`src/rtl/tts_pkg.sv`:
```
// Shared types and constants for the text terminal scroll engine.
// No dependencies; every other file refers to this package by scoped names.
`default_nettype none

package tts_pkg;

   // Default screen geometry in pixels
   localparam int SCREEN_W_DEF = 320;
   localparam int SCREEN_H_DEF = 240;

   // Reset character cell size
   localparam logic [5:0] CHAR_W_RESET = 6'd6;
   localparam logic [5:0] CHAR_H_RESET = 6'd8;

   // Configuration register indexes
   localparam logic [1:0] CSR_BG_COLOR    = 2'd0;
   localparam logic [1:0] CSR_CHAR_WIDTH  = 2'd1;
   localparam logic [1:0] CSR_CHAR_HEIGHT = 2'd2;

   // Display command codes
   localparam logic [1:0] CMD_SCROLL = 2'd0;
   localparam logic [1:0] CMD_FILL   = 2'd1;
   localparam logic [1:0] CMD_DRAW   = 2'd2;

   // Character codes
   localparam logic [7:0] CHAR_NEWLINE   = 8'd10;
   localparam logic [7:0] CHAR_PRINT_LOW = 8'd32;

   // Queue between front and back
   localparam int Q_DEPTH = 2;
   localparam int Q_PTR_W = 1;
   localparam int Q_CNT_W = 2;

   // Classified character as it travels through the queue
   typedef struct packed {
      logic       is_newline;
      logic       is_print;
      logic [6:0] glyph;
   } tts_item_type;

endpackage

`default_nettype wire

```
`src/rtl/tts_front.sv`:
```
// Front part: accepts character items, classifies them and buffers them
// in a two-entry queue for the back part. Uses tts_pkg.
`default_nettype none

module tts_front (
   input  wire logic                  clock,
   input  wire logic                  reset,
   input  wire logic                  req_tvalid,
   output logic                       req_tready,
   input  wire logic [7:0]            req_tdata,   // [7:0] char_code
   output tts_pkg::tts_item_type      item,
   output logic                       item_valid,
   input  wire logic                  item_pop
);

   tts_pkg::tts_item_type                slot_ff [tts_pkg::Q_DEPTH];
   logic [tts_pkg::Q_PTR_W-1:0]          wr_ptr_ff, wr_ptr_in;
   logic [tts_pkg::Q_PTR_W-1:0]          rd_ptr_ff, rd_ptr_in;
   logic [tts_pkg::Q_CNT_W-1:0]          count_ff, count_in;
   tts_pkg::tts_item_type                cls;
   logic                                 push;
   logic                                 pop;

   // Classify the incoming code
   always_comb begin
      cls.is_newline = (req_tdata == tts_pkg::CHAR_NEWLINE);
      cls.is_print   = !req_tdata[7] && (req_tdata >= tts_pkg::CHAR_PRINT_LOW);
      cls.glyph      = req_tdata[6:0];
   end

   assign req_tready = (count_ff != tts_pkg::Q_CNT_W'(tts_pkg::Q_DEPTH));
   assign push       = req_tvalid && req_tready;
   assign pop        = item_pop && item_valid;
   assign item_valid = (count_ff != '0);
   assign item       = slot_ff[rd_ptr_ff];

   // Pointers wrap naturally at the queue depth
   always_comb begin
      wr_ptr_in = push ? wr_ptr_ff + 1'b1 : wr_ptr_ff;
      rd_ptr_in = pop  ? rd_ptr_ff + 1'b1 : rd_ptr_ff;
      count_in  = count_ff;
      if (push && !pop) begin
         count_in = count_ff + 1'b1;
      end else if (pop && !push) begin
         count_in = count_ff - 1'b1;
      end
   end

   always_ff @(posedge clock) begin
      if (reset) begin
         wr_ptr_ff <= '0;
         rd_ptr_ff <= '0;
         count_ff  <= '0;
      end else begin
         wr_ptr_ff <= wr_ptr_in;
         rd_ptr_ff <= rd_ptr_in;
         count_ff  <= count_in;
      end
   end

   always_ff @(posedge clock) begin
      if (push) begin
         slot_ff[wr_ptr_ff] <= cls;
      end
   end

endmodule

`default_nettype wire

```
`src/rtl/tts_back.sv`:
```
// Back part: keeps cursor and scroll state, plans up to three display
// commands per item and issues them one per cycle unless the output is stalled. Uses tts_pkg.
`default_nettype none

module tts_back #(
   parameter int SCREEN_W = tts_pkg::SCREEN_W_DEF,
   parameter int SCREEN_H = tts_pkg::SCREEN_H_DEF,
   parameter int VW       = $clog2(SCREEN_H + 1)
) (
   input  wire logic                  clock,
   input  wire logic                  reset,
   input  tts_pkg::tts_item_type      item,
   input  wire logic                  item_valid,
   output logic                       item_pop,
   input  wire logic [15:0]           bg_color,
   input  wire logic [5:0]            eff_w,
   input  wire logic [5:0]            eff_h,
   input  wire logic [VW-1:0]         usable_h,
   input  wire logic [VW-1:0]         last_top,
   output logic                       rsp_tvalid,
   input  wire logic                  rsp_tready,
   output logic [47:0]                rsp_tdata,
   output logic [1:0]                 rsp_tuser,
   output logic                       rsp_tlast
);

   // Column can reach the screen width, or one wide cell on a narrow screen
   localparam int COL_MAX = (SCREEN_W > 63) ? SCREEN_W : 63;
   localparam int CW      = $clog2(COL_MAX + 1);

   // Cursor and scroll state
   logic [CW-1:0]  col_ff, col_in;
   logic [VW-1:0]  row_ff, row_in;
   logic           scroll_on_ff, scroll_on_in;
   logic [VW-1:0]  offset_ff, offset_in;

   // Plan: bit 0 scroll, bit 1 fill, bit 2 draw
   logic [2:0]     pend_ff, pend_in;
   logic [7:0]     plan_ss_ff, plan_ss_in;
   logic [7:0]     plan_y_ff, plan_y_in;
   logic [8:0]     plan_x_ff, plan_x_in;
   logic [6:0]     plan_glyph_ff, plan_glyph_in;
   logic [15:0]    plan_color_ff, plan_color_in;

   // Output register
   logic           out_valid_ff, out_valid_in;
   logic [1:0]     out_cmd_ff, out_cmd_in;
   logic [8:0]     out_x_ff, out_x_in;
   logic [7:0]     out_y_ff, out_y_in;
   logic [7:0]     out_ss_ff, out_ss_in;
   logic [6:0]     out_glyph_ff, out_glyph_in;
   logic [15:0]    out_color_ff, out_color_in;
   logic           out_last_ff, out_last_in;

   // Item evaluation
   logic [CW:0]    col_sum;
   logic           wrap;
   logic [VW:0]    row_sum;
   logic           passed;
   logic           scroll_now;
   logic [VW-1:0]  base;
   logic [VW:0]    off_sum;
   logic [VW-1:0]  off_new;
   logic [VW-1:0]  row_new;
   logic [VW-1:0]  row_cur;
   logic [CW-1:0]  col_wr;
   logic           out_free;
   logic           take;

   always_comb begin
      col_sum    = (CW+1)'(col_ff) + (CW+1)'(eff_w);
      wrap       = item.is_newline || (col_sum > (CW+1)'(SCREEN_W));
      row_sum    = (VW+1)'(row_ff) + (VW+1)'(eff_h);
      passed     = row_sum > (VW+1)'(last_top);
      scroll_now = scroll_on_ff || passed;
      // First scroll starts from line 0
      base       = (passed && !scroll_on_ff) ? '0 : offset_ff;
      off_sum    = (VW+1)'(base) + (VW+1)'(eff_h);
      off_new    = (off_sum >= (VW+1)'(usable_h)) ? '0 : VW'(off_sum);
      row_new    = passed ? '0 : VW'(row_sum);
      row_cur    = wrap ? row_new : row_ff;
      col_wr     = wrap ? '0 : col_ff;
   end

   assign out_free = !out_valid_ff || rsp_tready;
   assign take     = out_free && (pend_ff != '0);
   // Next item enters once the plan is empty or its last command leaves
   assign item_pop = item_valid && ((pend_ff == '0) || (take && $onehot(pend_ff)));

   always_comb begin
      col_in       = col_ff;
      row_in       = row_ff;
      scroll_on_in = scroll_on_ff;
      offset_in    = offset_ff;
      // Clear lowest pending command when it moves out
      pend_in      = take ? (pend_ff & (pend_ff - 3'd1)) : pend_ff;
      plan_ss_in    = plan_ss_ff;
      plan_y_in     = plan_y_ff;
      plan_x_in     = plan_x_ff;
      plan_glyph_in = plan_glyph_ff;
      plan_color_in = plan_color_ff;
      if (item_pop) begin
         if (wrap) begin
            row_in       = row_new;
            scroll_on_in = scroll_now;
            if (scroll_now) begin
               offset_in = off_new;
            end
         end
         col_in = item.is_print ? CW'((CW+1)'(col_wr) + (CW+1)'(eff_w)) : col_wr;
         pend_in       = {item.is_print, wrap && scroll_now, wrap && scroll_now};
         plan_ss_in    = 8'(32'(off_new));
         plan_y_in     = 8'(32'(row_cur));
         plan_x_in     = 9'(32'(col_wr));
         plan_glyph_in = item.glyph;
         plan_color_in = bg_color;
      end
   end

   always_comb begin
      out_valid_in = out_valid_ff;
      out_cmd_in   = out_cmd_ff;
      out_x_in     = out_x_ff;
      out_y_in     = out_y_ff;
      out_ss_in    = out_ss_ff;
      out_glyph_in = out_glyph_ff;
      out_color_in = out_color_ff;
      out_last_in  = out_last_ff;
      if (take) begin
         out_valid_in = 1'b1;
         out_last_in  = $onehot(pend_ff);
         out_x_in     = '0;
         out_y_in     = '0;
         out_ss_in    = '0;
         out_glyph_in = '0;
         out_color_in = '0;
         if (pend_ff[0]) begin
            out_cmd_in = tts_pkg::CMD_SCROLL;
            out_ss_in  = plan_ss_ff;
         end else if (pend_ff[1]) begin
            out_cmd_in   = tts_pkg::CMD_FILL;
            out_y_in     = plan_y_ff;
            out_color_in = plan_color_ff;
         end else begin
            out_cmd_in   = tts_pkg::CMD_DRAW;
            out_x_in     = plan_x_ff;
            out_y_in     = plan_y_ff;
            out_glyph_in = plan_glyph_ff;
         end
      end else if (out_free) begin
         out_valid_in = 1'b0;
      end
   end

   always_ff @(posedge clock) begin
      if (reset) begin
         col_ff       <= '0;
         row_ff       <= '0;
         scroll_on_ff <= 1'b0;
         offset_ff    <= '0;
         pend_ff      <= '0;
         out_valid_ff <= 1'b0;
      end else begin
         col_ff       <= col_in;
         row_ff       <= row_in;
         scroll_on_ff <= scroll_on_in;
         offset_ff    <= offset_in;
         pend_ff      <= pend_in;
         out_valid_ff <= out_valid_in;
      end
   end

   always_ff @(posedge clock) begin
      plan_ss_ff    <= plan_ss_in;
      plan_y_ff     <= plan_y_in;
      plan_x_ff     <= plan_x_in;
      plan_glyph_ff <= plan_glyph_in;
      plan_color_ff <= plan_color_in;
      out_cmd_ff    <= out_cmd_in;
      out_x_ff      <= out_x_in;
      out_y_ff      <= out_y_in;
      out_ss_ff     <= out_ss_in;
      out_glyph_ff  <= out_glyph_in;
      out_color_ff  <= out_color_in;
      out_last_ff   <= out_last_in;
   end

   assign rsp_tvalid = out_valid_ff;
   assign rsp_tuser  = out_cmd_ff;
   assign rsp_tlast  = out_last_ff;
   assign rsp_tdata  = {out_color_ff, out_glyph_ff, out_ss_ff, out_y_ff, out_x_ff};

endmodule

`default_nettype wire

```
`src/rtl/text_terminal_scroll_engine.sv`:
```
// Path: an accepted character passes the queue slot, the plan register and the output register.
// Flow: the back part plans 0..3 commands per character and takes the next character
//   when the last of them moves to the output register, or at once if there are none.
//   The two-entry queue lets characters be accepted while commands are issued.
// Reset (synchronous, active high): cursor, scroll state, queue and output valid
//   clear; bg_color 0, char width 6, char height 8, usable height from the table.
`default_nettype none

module text_terminal_scroll_engine #(
   parameter int SCREEN_W = tts_pkg::SCREEN_W_DEF,
   parameter int SCREEN_H = tts_pkg::SCREEN_H_DEF
) (
   input  wire logic          clock,
   input  wire logic          reset,
   // Character input
   input  wire logic          req_tvalid,
   output logic               req_tready,
   input  wire logic [7:0]    req_tdata,    // [7:0] char_code
   // Display command output
   output logic               rsp_tvalid,
   input  wire logic          rsp_tready,
   output logic [47:0]        rsp_tdata,    // [8:0] pos_x, [16:9] pos_y,
                                            // [24:17] scroll_start, [31:25] glyph,
                                            // [47:32] fill_color
   output logic [1:0]         rsp_tuser,    // [1:0] command
   output logic               rsp_tlast,    // last command of this character
   // Configuration writes
   input  wire logic          csr_we,
   input  wire logic [1:0]    csr_addr,
   input  wire logic [15:0]   csr_wdata
);

   // Vertical positions, offsets and heights all stay within 0..SCREEN_H
   localparam int VW = $clog2(SCREEN_H + 1);

   // Usable height per raw char_height code, built at elaboration.
   // A zero height acts as one; a height above the screen is clamped.
   logic [VW-1:0] usable_tbl [64];

   assign usable_tbl[0] = VW'(SCREEN_H);
   for (genvar Hc = 1; Hc < 64; Hc++) begin : g_usable
      localparam int Eff    = (Hc > SCREEN_H) ? SCREEN_H : Hc;
      localparam int Usable = (SCREEN_H / Eff) * Eff;
      assign usable_tbl[Hc] = VW'(Usable);
   end

   logic [15:0]   bg_ff, bg_in;
   logic [5:0]    eff_w_ff, eff_w_in;
   logic [5:0]    eff_h_ff, eff_h_in;
   logic [VW-1:0] usable_ff, usable_in;
   logic [VW-1:0] last_top_ff, last_top_in;

   logic [5:0]    wr_code;
   logic [5:0]    wr_h;

   tts_pkg::tts_item_type item;
   logic                  item_valid;
   logic                  item_pop;

   // Height as written: zero acts as one, clamp to the screen
   always_comb begin
      wr_code = csr_wdata[5:0];
      wr_h    = (wr_code == '0) ? 6'd1 : wr_code;
      if (32'(wr_h) > SCREEN_H) begin
         wr_h = 6'(SCREEN_H);
      end
   end

   always_comb begin
      bg_in       = bg_ff;
      eff_w_in    = eff_w_ff;
      eff_h_in    = eff_h_ff;
      usable_in   = usable_ff;
      last_top_in = last_top_ff;
      if (csr_we) begin
         unique case (csr_addr)
            tts_pkg::CSR_BG_COLOR: begin
               bg_in = csr_wdata;
            end
            tts_pkg::CSR_CHAR_WIDTH: begin
               eff_w_in = (wr_code == '0) ? 6'd1 : wr_code;
            end
            tts_pkg::CSR_CHAR_HEIGHT: begin
               eff_h_in    = wr_h;
               usable_in   = usable_tbl[wr_code];
               last_top_in = usable_tbl[wr_code] - VW'(wr_h);
            end
            default: begin
               // unused index, write ignored
            end
         endcase
      end
   end

   always_ff @(posedge clock) begin
      if (reset) begin
         bg_ff       <= '0;
         eff_w_ff    <= tts_pkg::CHAR_W_RESET;
         eff_h_ff    <= tts_pkg::CHAR_H_RESET;
         usable_ff   <= usable_tbl[tts_pkg::CHAR_H_RESET];
         last_top_ff <= usable_tbl[tts_pkg::CHAR_H_RESET] - VW'(tts_pkg::CHAR_H_RESET);
      end else begin
         bg_ff       <= bg_in;
         eff_w_ff    <= eff_w_in;
         eff_h_ff    <= eff_h_in;
         usable_ff   <= usable_in;
         last_top_ff <= last_top_in;
      end
   end

   // Front: accept, classify, queue
   tts_front u_front (
      .clock      (clock),
      .reset      (reset),
      .req_tvalid (req_tvalid),
      .req_tready (req_tready),
      .req_tdata  (req_tdata),
      .item       (item),
      .item_valid (item_valid),
      .item_pop   (item_pop)
   );

   // Back: cursor/scroll update and command sequencing
   tts_back #(
      .SCREEN_W (SCREEN_W),
      .SCREEN_H (SCREEN_H),
      .VW       (VW)
   ) u_back (
      .clock      (clock),
      .reset      (reset),
      .item       (item),
      .item_valid (item_valid),
      .item_pop   (item_pop),
      .bg_color   (bg_ff),
      .eff_w      (eff_w_ff),
      .eff_h      (eff_h_ff),
      .usable_h   (usable_ff),
      .last_top   (last_top_ff),
      .rsp_tvalid (rsp_tvalid),
      .rsp_tready (rsp_tready),
      .rsp_tdata  (rsp_tdata),
      .rsp_tuser  (rsp_tuser),
      .rsp_tlast  (rsp_tlast)
   );

endmodule

`default_nettype wire

```
`config.mk`:
```
export PLATFORM = sky130hd
export DESIGN_NAME = text_terminal_scroll_engine
export DESIGN_NICKNAME = d
export VERILOG_FILES = /design/src/rtl/tts_pkg.sv /design/src/rtl/tts_front.sv /design/src/rtl/tts_back.sv /design/src/rtl/text_terminal_scroll_engine.sv
export SDC_FILE = /design/constraint.sdc
export NUM_CORES = 1
export LEC_CHECK = 0
export ABC_AREA = 1
export BUFFER_PORTS_ARGS = -buffer_cell sky130_fd_sc_hd__buf_2
export CAP_MARGIN = 15
export CORE_ASPECT_RATIO = 0.8
export CORE_UTILIZATION = 45
export DETAILED_ROUTE_END_ITERATION = 10
export GPL_TIMING_DRIVEN = 0
export PLACE_DENSITY = 0.6
export RECOVER_POWER = 100
export SYNTH_ARGS = -nofsm -noshare
export SYNTH_HDL_FRONTEND = slang
export SYNTH_SLANG_ARGS = --single-unit
```
`constraint.sdc`:
```
create_clock -name clock -period 6.85 [get_ports clock]
set_input_delay 1.0275 -clock clock [delete_from_list [all_inputs] [get_ports clock]]
set_output_delay 1.0275 -clock clock [all_outputs]
set_load 0.1 [all_outputs]
```
Yosys cells after proc, flatten, opt, wreduce, memory -nomap -nowiden
Memories as Yosys holds them, arrays and structs flattened. A register that Yosys moved wholly into a read port is not among the register bits. Cells that the tools add are included. W data, S select, Z words.

Equality and inequality tests: 5. Muxes and demuxes: 20. Add/sub/neg operators: 12. Order comparisons: 5. Bitwise gates (word level): 3. Reductions and logical operators: 34.

Operators with widths (count): $mux W8 (6); $add A8 B6 Y9 (2); $mux W9 (2); $add A9 B6 Y10 (1); $gt A10 B9 Y1 const B (1); $logic_and A1 B1 Y1 (10); $add A9 B6 Y9 (1); $ge A9 B8 Y1 (1); $gt A9 B8 Y1 (1); $eq A8 B4 Y1 const B (1); $ge A8 B6 Y1 const B (1); $reduce_and A2 Y1 (4); $reduce_bool A2 Y1 (4); $sub A8 B6 Y8 (1); $ge A7 B7 Y1 const B (1); $not A6 Y7 (1); $logic_not A6 Y1 (1); $mux W1 (6); $mux W2 (3); $mux W3 (2); $mux W6 (1); $logic_not A1 Y1 (5); $eq A2 B1 Y1 const B (2); $logic_or A1 B1 Y1 (4); other kinds (15) (17).

Logic and storage cells: 107. RAM bits: 18. ROM bits: 512. Memories: 2. Input port bits: 31. Bits in registers: 177.

Memories: (name not given) (depth 64, width 8, rd ports 1, clocked after memory_dff 0, wr ports 0, line text_terminal_scroll_engine.sv:86) `last_top_in = usable_tbl[wr_code] - VW'(wr_h);`; u_front.slot_ff (depth 2, width 9, rd ports 1, clocked after memory_dff 1, wr ports 1, line tts_front.sv:16) `tts_pkg::tts_item_type slot_ff [tts_pkg::Q_DEPTH];`.

Logic depth before layout (Yosys ltp)
Depth after elaboration: 10. Gate-level depth with buffers: 44. Depth with buffers taken out: 44.

By module
From an unflattened synthesis, not the netlist that was laid out.

Cell total of the unflattened synthesis: 1103. Area, all modules: 9838.2 um2.

Modules (own cells, without submodules): tts_back (area an instance 6538.8 um2, times used 1, cells an instance 704); text_terminal_scroll_engine (area an instance 2356.0 um2, times used 1, cells an instance 326); tts_front (area an instance 943.4 um2, times used 1, cells an instance 73).

Worst setup path after synthesis
OpenSTA, ideal clock, no wires.

Kind: register to register. From: register eff_h_ff[0]. To: register u_back.plan_ss_ff[7] (data pin). Arrival: 4890 ps. Slack: 1707 ps. Cell stages (with the launch flop): 43. Setup time: 253 ps. Period minus slack after synthesis: 5143 ps. Required time: 6597 ps. Cell sequence: dfxtp_1 > ha_1 > fa_1 > nand2_1 > inv_1 > o21ai_1 > nand2_1 > a21oi_1 > o21bai_1 > xor2_1 > inv_1 > ha_1 > nand2_1 > inv_1 > nand2_1 > nand2_1 > nand2_1 > nand2_1 > [7 not listed] > nand2_1 > inv_1 > nor2_1 > o21bai_1 > a21oi_1 > o21ai_0 > inv_1 > nand2_1 > nand2_1 > inv_1 > ha_1 > nand2_1 > inv_1 > nand4_1 > nand4_1 > nand4_2 > nand3_1 > inv_1.

Cells in the longest elaborated chain, start to end: 7.

RTL lines: start: declaration (line text_terminal_scroll_engine.sv:49) `logic [5:0] eff_h_ff, eff_h_in;`; start signal: assignment (line text_terminal_scroll_engine.sv:99) `eff_h_ff <= tts_pkg::CHAR_H_RESET;`; start signal: assignment (line text_terminal_scroll_engine.sv:105) `eff_h_ff <= eff_h_in;`; $add A8 B6 Y9 (line tts_back.sv:73) `row_sum = (VW+1)'(row_ff) + (VW+1)'(eff_h);`; $gt A9 B8 Y1 (line tts_back.sv:74) `passed = row_sum > (VW+1)'(last_top);`; $logic_and A1 B1 Y1 (line tts_back.sv:77) `base = (passed && !scroll_on_ff) ? '0 : offset_ff;`; $mux W8 (line tts_back.sv:77); $add A8 B6 Y9 * (line tts_back.sv:78) `off_sum = (VW+1)'(base) + (VW+1)'(eff_h);`; $ge A9 B8 Y1 (line tts_back.sv:79) `off_new = (off_sum >= (VW+1)'(usable_h)) ? '0 : VW'(off_sum);`; $mux W8 * (line tts_back.sv:79); named net u_back.off_new[7] (line tts_back.sv:63) `logic [VW-1:0] off_new;`; end signal: assignment (line tts_back.sv:174) `plan_ss_ff <= plan_ss_in;`; end: declaration (line tts_back.sv:39) `logic [7:0] plan_ss_ff, plan_ss_in;`.

Mark *: on every way through the listed nets, which the timed path passes. The rest lies on a longest branch. A chain may end at the register's enable or synchronous reset.

Worst setup path after layout
From: register eff_h_ff[0]. To: register u_back.plan_ss_ff[2] (data pin).

Same word-level chain as after synthesis.

==> impl_metrics.csv <==
group,metric,value,unit
run_status,status,"finished, violations left",
run_status,violations,"capacitance limit, slew limit",
critical_path,start_kind,"register",
synth,synth-seq-cells,195,
critical_path,crit_type,"register to register",
sta,max_freq,163,MHz
critical_path,worstPathMaxFanout,9,
synth,synth_area,9570,µm²
drt,ant_nets,0,
clock_tree,clk_pin_slew,0.09,ns
sta,rsz0062_at_grt,"no",
global_routing,grt_overflow,0,
place,place_inst,1414,
min_path,min_path_cells,0,
min_path,hold_path_startpoint,"bg_ff[15]$_SDFFE_PP0P_",
synth,postSynthCellCount,1064,
run,drv_cap,2,
global_routing,antenna_found_initial,0,
critical_path,end_kind,"register",
clock_tree,numCtsBuffers,17,
synth,synth_nets,1152,
die,initial_utilization,46.1,%
power,power_density,427,nW/µm²
sta,post-route-min-period,6.15,ns
critical_path,crit_start,"eff_h_ff[0]$_SDFFE_PP0P_",
die,die_h,132,µm
layout,drive_gt1_share,6.20,%
place,routabilityCongestion,0.852,
critical_path,r2r-start,"eff_h_ff[0]$_SDFFE_PP0P_",
sta,drv_slew,98,
sta,slew_headroom,-111,%
die,die_w,165,µm
die,io_pins,84,
critical_path,cp.arrival,6.35,ns
sta,final.setup_skew,0.0125,ns
synth,ys_warn_count,0,
synth,ys.flop_type,"edfxtp_1",
power,ir_worst_vdd,351,µV
clock_tree,clock_latency,0.45,ns
sta,fin_setup_tns,0,ns
synth,synth_cell_types,46,
synth,yosysSeqAreaShare,53.0,%
layout,diodes,0,
critical_path,rrSetupSlack,0.70,ns
drt,wirelength,20800,µm
drt,num_vias,7177,
sta,hold_viol_final,0,
synth,synth-edff-count,117,
drt,firstDrtPassIters,4,
die,core_area,20800,µm²
clock_tree,htreeDepth,4,
global_routing,groute.usage.overall,20.3,%
clock_tree,cts_root_buf,"clkbuf_16",
synth,ys_async_sr_fraction,0,%
critical_path,crit_top_cell,"nand2_1",
clock_tree,cts_tree,"yes",
layout,final_common_cell,"inv_1",
sta,post-route-period-util,89.7,%
critical_path,reg2reg_to,"u_back.plan_ss_ff[2]$_DFFE_PP_",
drt,drt-initial-drc-count,472,
layout,fin_area,10800,µm²
critical_path,r2r_cells,42,
clock_tree,cts_hold_buffers,0,
die,die_area,21900,µm²
sta,setup_viol,0,
drt,wl_per_cell,14.4,µm
layout,finalNonFillerCells,1446,
die,rows,47,
layout,syn_to_final_growth,13.0,%
critical_path,crit_required,7.05,ns
min_path,hold_path.class,"register to register",
sta,whs,0.420,ns
critical_path,worst_path_max_delay_cell,"fa_1",
drt,drc,0,
global_routing,grt_max_degree,58,
clock_tree,cts.sinks,195,
global_routing,grt_pass1_wl,34200,µm
layout,fin_nets,1252,
global_routing,grt_pass1_vias,6755,
critical_path,cp_slowest_stage_delay,0.40,ns
place,hpwl,15100,µm
place,post_dp_cell_area,10300,µm²
min_path,min_to,"u_back.plan_color_ff[15]$_DFFE_PP_",
sta,tightest_slew,3.17,ns
drt,viasPerCell,4.96,
power,p_leak,0.00489,µW
synth,syn_area_per_cell,9.00,µm²
clock_tree,clock_path_buffers,2,
place,placement.io_buffers,80,
layout,layout_common_cells,"inv_1 (198), nand2_1 (166), nor2_1 (139)",
## cell type report
| cell class | instances | area (µm²) |
|---|---|---|
| fillers | 1975 | 9940 |
| flip-flops and latches | 195 | 5070 |
| multi-input cells | 635 | 3560 |
| inverters | 203 | 763 |
| clock buffers | 17 | 425 |
| well taps | 269 | 337 |
| repair buffers | 81 | 327 |
| clock inverters | 15 | 209 |
| plain buffers | 31 | 118 |
## how the worst max path moves through the flow
stage,end,slack [ns],cells after the start
floorplan,u_back.plan_ss_ff[7]$_DFFE_PP_,1.71,42
global placement,u_back.plan_ss_ff[2]$_DFFE_PP_,0.77,42
detailed placement,u_back.plan_ss_ff[2]$_DFFE_PP_,0.70,42
CTS,u_back.plan_ss_ff[2]$_DFFE_PP_,0.65,42
global route,u_back.offset_ff[3]$_SDFFE_PP0P_,0.02,44
finish,u_back.plan_ss_ff[2]$_DFFE_PP_,0.70,42
## cell usage after synthesis, types with 3 or more instances
cell | n | share of area, %
a21oi_1 | 78 | 4.1
a221oi_1 | 3 | 0.27
clkbuf_1 | 23 | 0.90
clkinv_1 | 4 | 0.16
dfxtp_1 | 78 | 16
edfxtp_1 | 117 | 37
fa_1 | 6 | 1.3
ha_1 | 51 | 6.7
inv_1 | 198 | 7.8
mux2_2 | 8 | 0.94
nand2_1 | 163 | 6.4
nand2_2 | 7 | 0.46
nand3_1 | 35 | 1.8
nand3b_1 | 3 | 0.24
nand4_1 | 8 | 0.52
nor2_1 | 136 | 5.3
nor3_1 | 6 | 0.31
o211ai_1 | 16 | 1.3
o21ai_0 | 62 | 3.2
o21ai_1 | 5 | 0.26
o21bai_1 | 3 | 0.24
o221ai_1 | 4 | 0.37
o31ai_1 | 4 | 0.31
xor2_1 | 11 | 1.0
## per-layer routing
layer	GRT usage, %	vias to the layer above	share of wire [%]	wire length [µm]
met5	0	-	0	0
met4	5.56	0	1.1	230
met3	3.64	17	4.2	867
met2	30.0	158	44	9160
met1	30.3	3317	51	10600
li1	-	3685	-	-
## stage by stage
step,utilization [%],total power [µW],setup WS (ns)
2_1_floorplan,-,3290,1.71
3_3_place_gp,49.7,3640,0.773
3_5_place_dp,49.8,3660,0.698
4_1_cts,52.8,4710,0.652
5_1_grt,52.1,4890,0.0187
6_report,52.1,4620,0.704
## where the power goes
group	leakage, µW	total [µW]	switching (µW)	internal (µW)
logic	0.00284	1750	1430	322
registers	0.00176	1820	105	1720
clock network	0.000303	1050	535	511
total	0.00489	4620	2070	2550
## sequential cells by signal, indices dropped and copies added, names as in the netlist, 9 cells and up, named ones only
name / cells
u_front.slot_ff: 18
bg_ff: 16
u_back.out_color_ff: 16
u_back.plan_color_ff: 16
u_back.col_ff: 9
u_back.out_x_ff: 9
u_back.plan_x_ff: 9
## worst max-delay path: cells and delay by family, from the launching register on
kind / cells / cell delay, ns
AO/OA/AOI/OAI: 6 / 0.77
XOR/XNOR: 1 / 0.23
buffers and inverters: 9 / 0.68
adder cells (fa/ha/maj): 6 / 1.86
AND/OR/NAND/NOR: 20 / 1.96
flip-flops: 1 / 0.38
## cell families after synthesis
| kind of cell | after synthesis | share of synthesized area [%] |
|---|---|---|
| multiplexers | 8 | 0.941 |
| XOR/XNOR | 13 | 1.19 |
| AO/OA/AOI/OAI | 185 | 10.9 |
| adder cells (fa/ha/maj) | 57 | 7.92 |
| buffers and inverters | 234 | 9.54 |
| AND/OR/NAND/NOR | 372 | 16.5 |
| flip-flops | 195 | 53.0 |
## repair_timing
item                       CTS  global route
buffers inserted             0             0
gates resized for setup      0             2
setup endpoints to repair    0            16
Note: power is estimated with default switching activity, not from simulation.
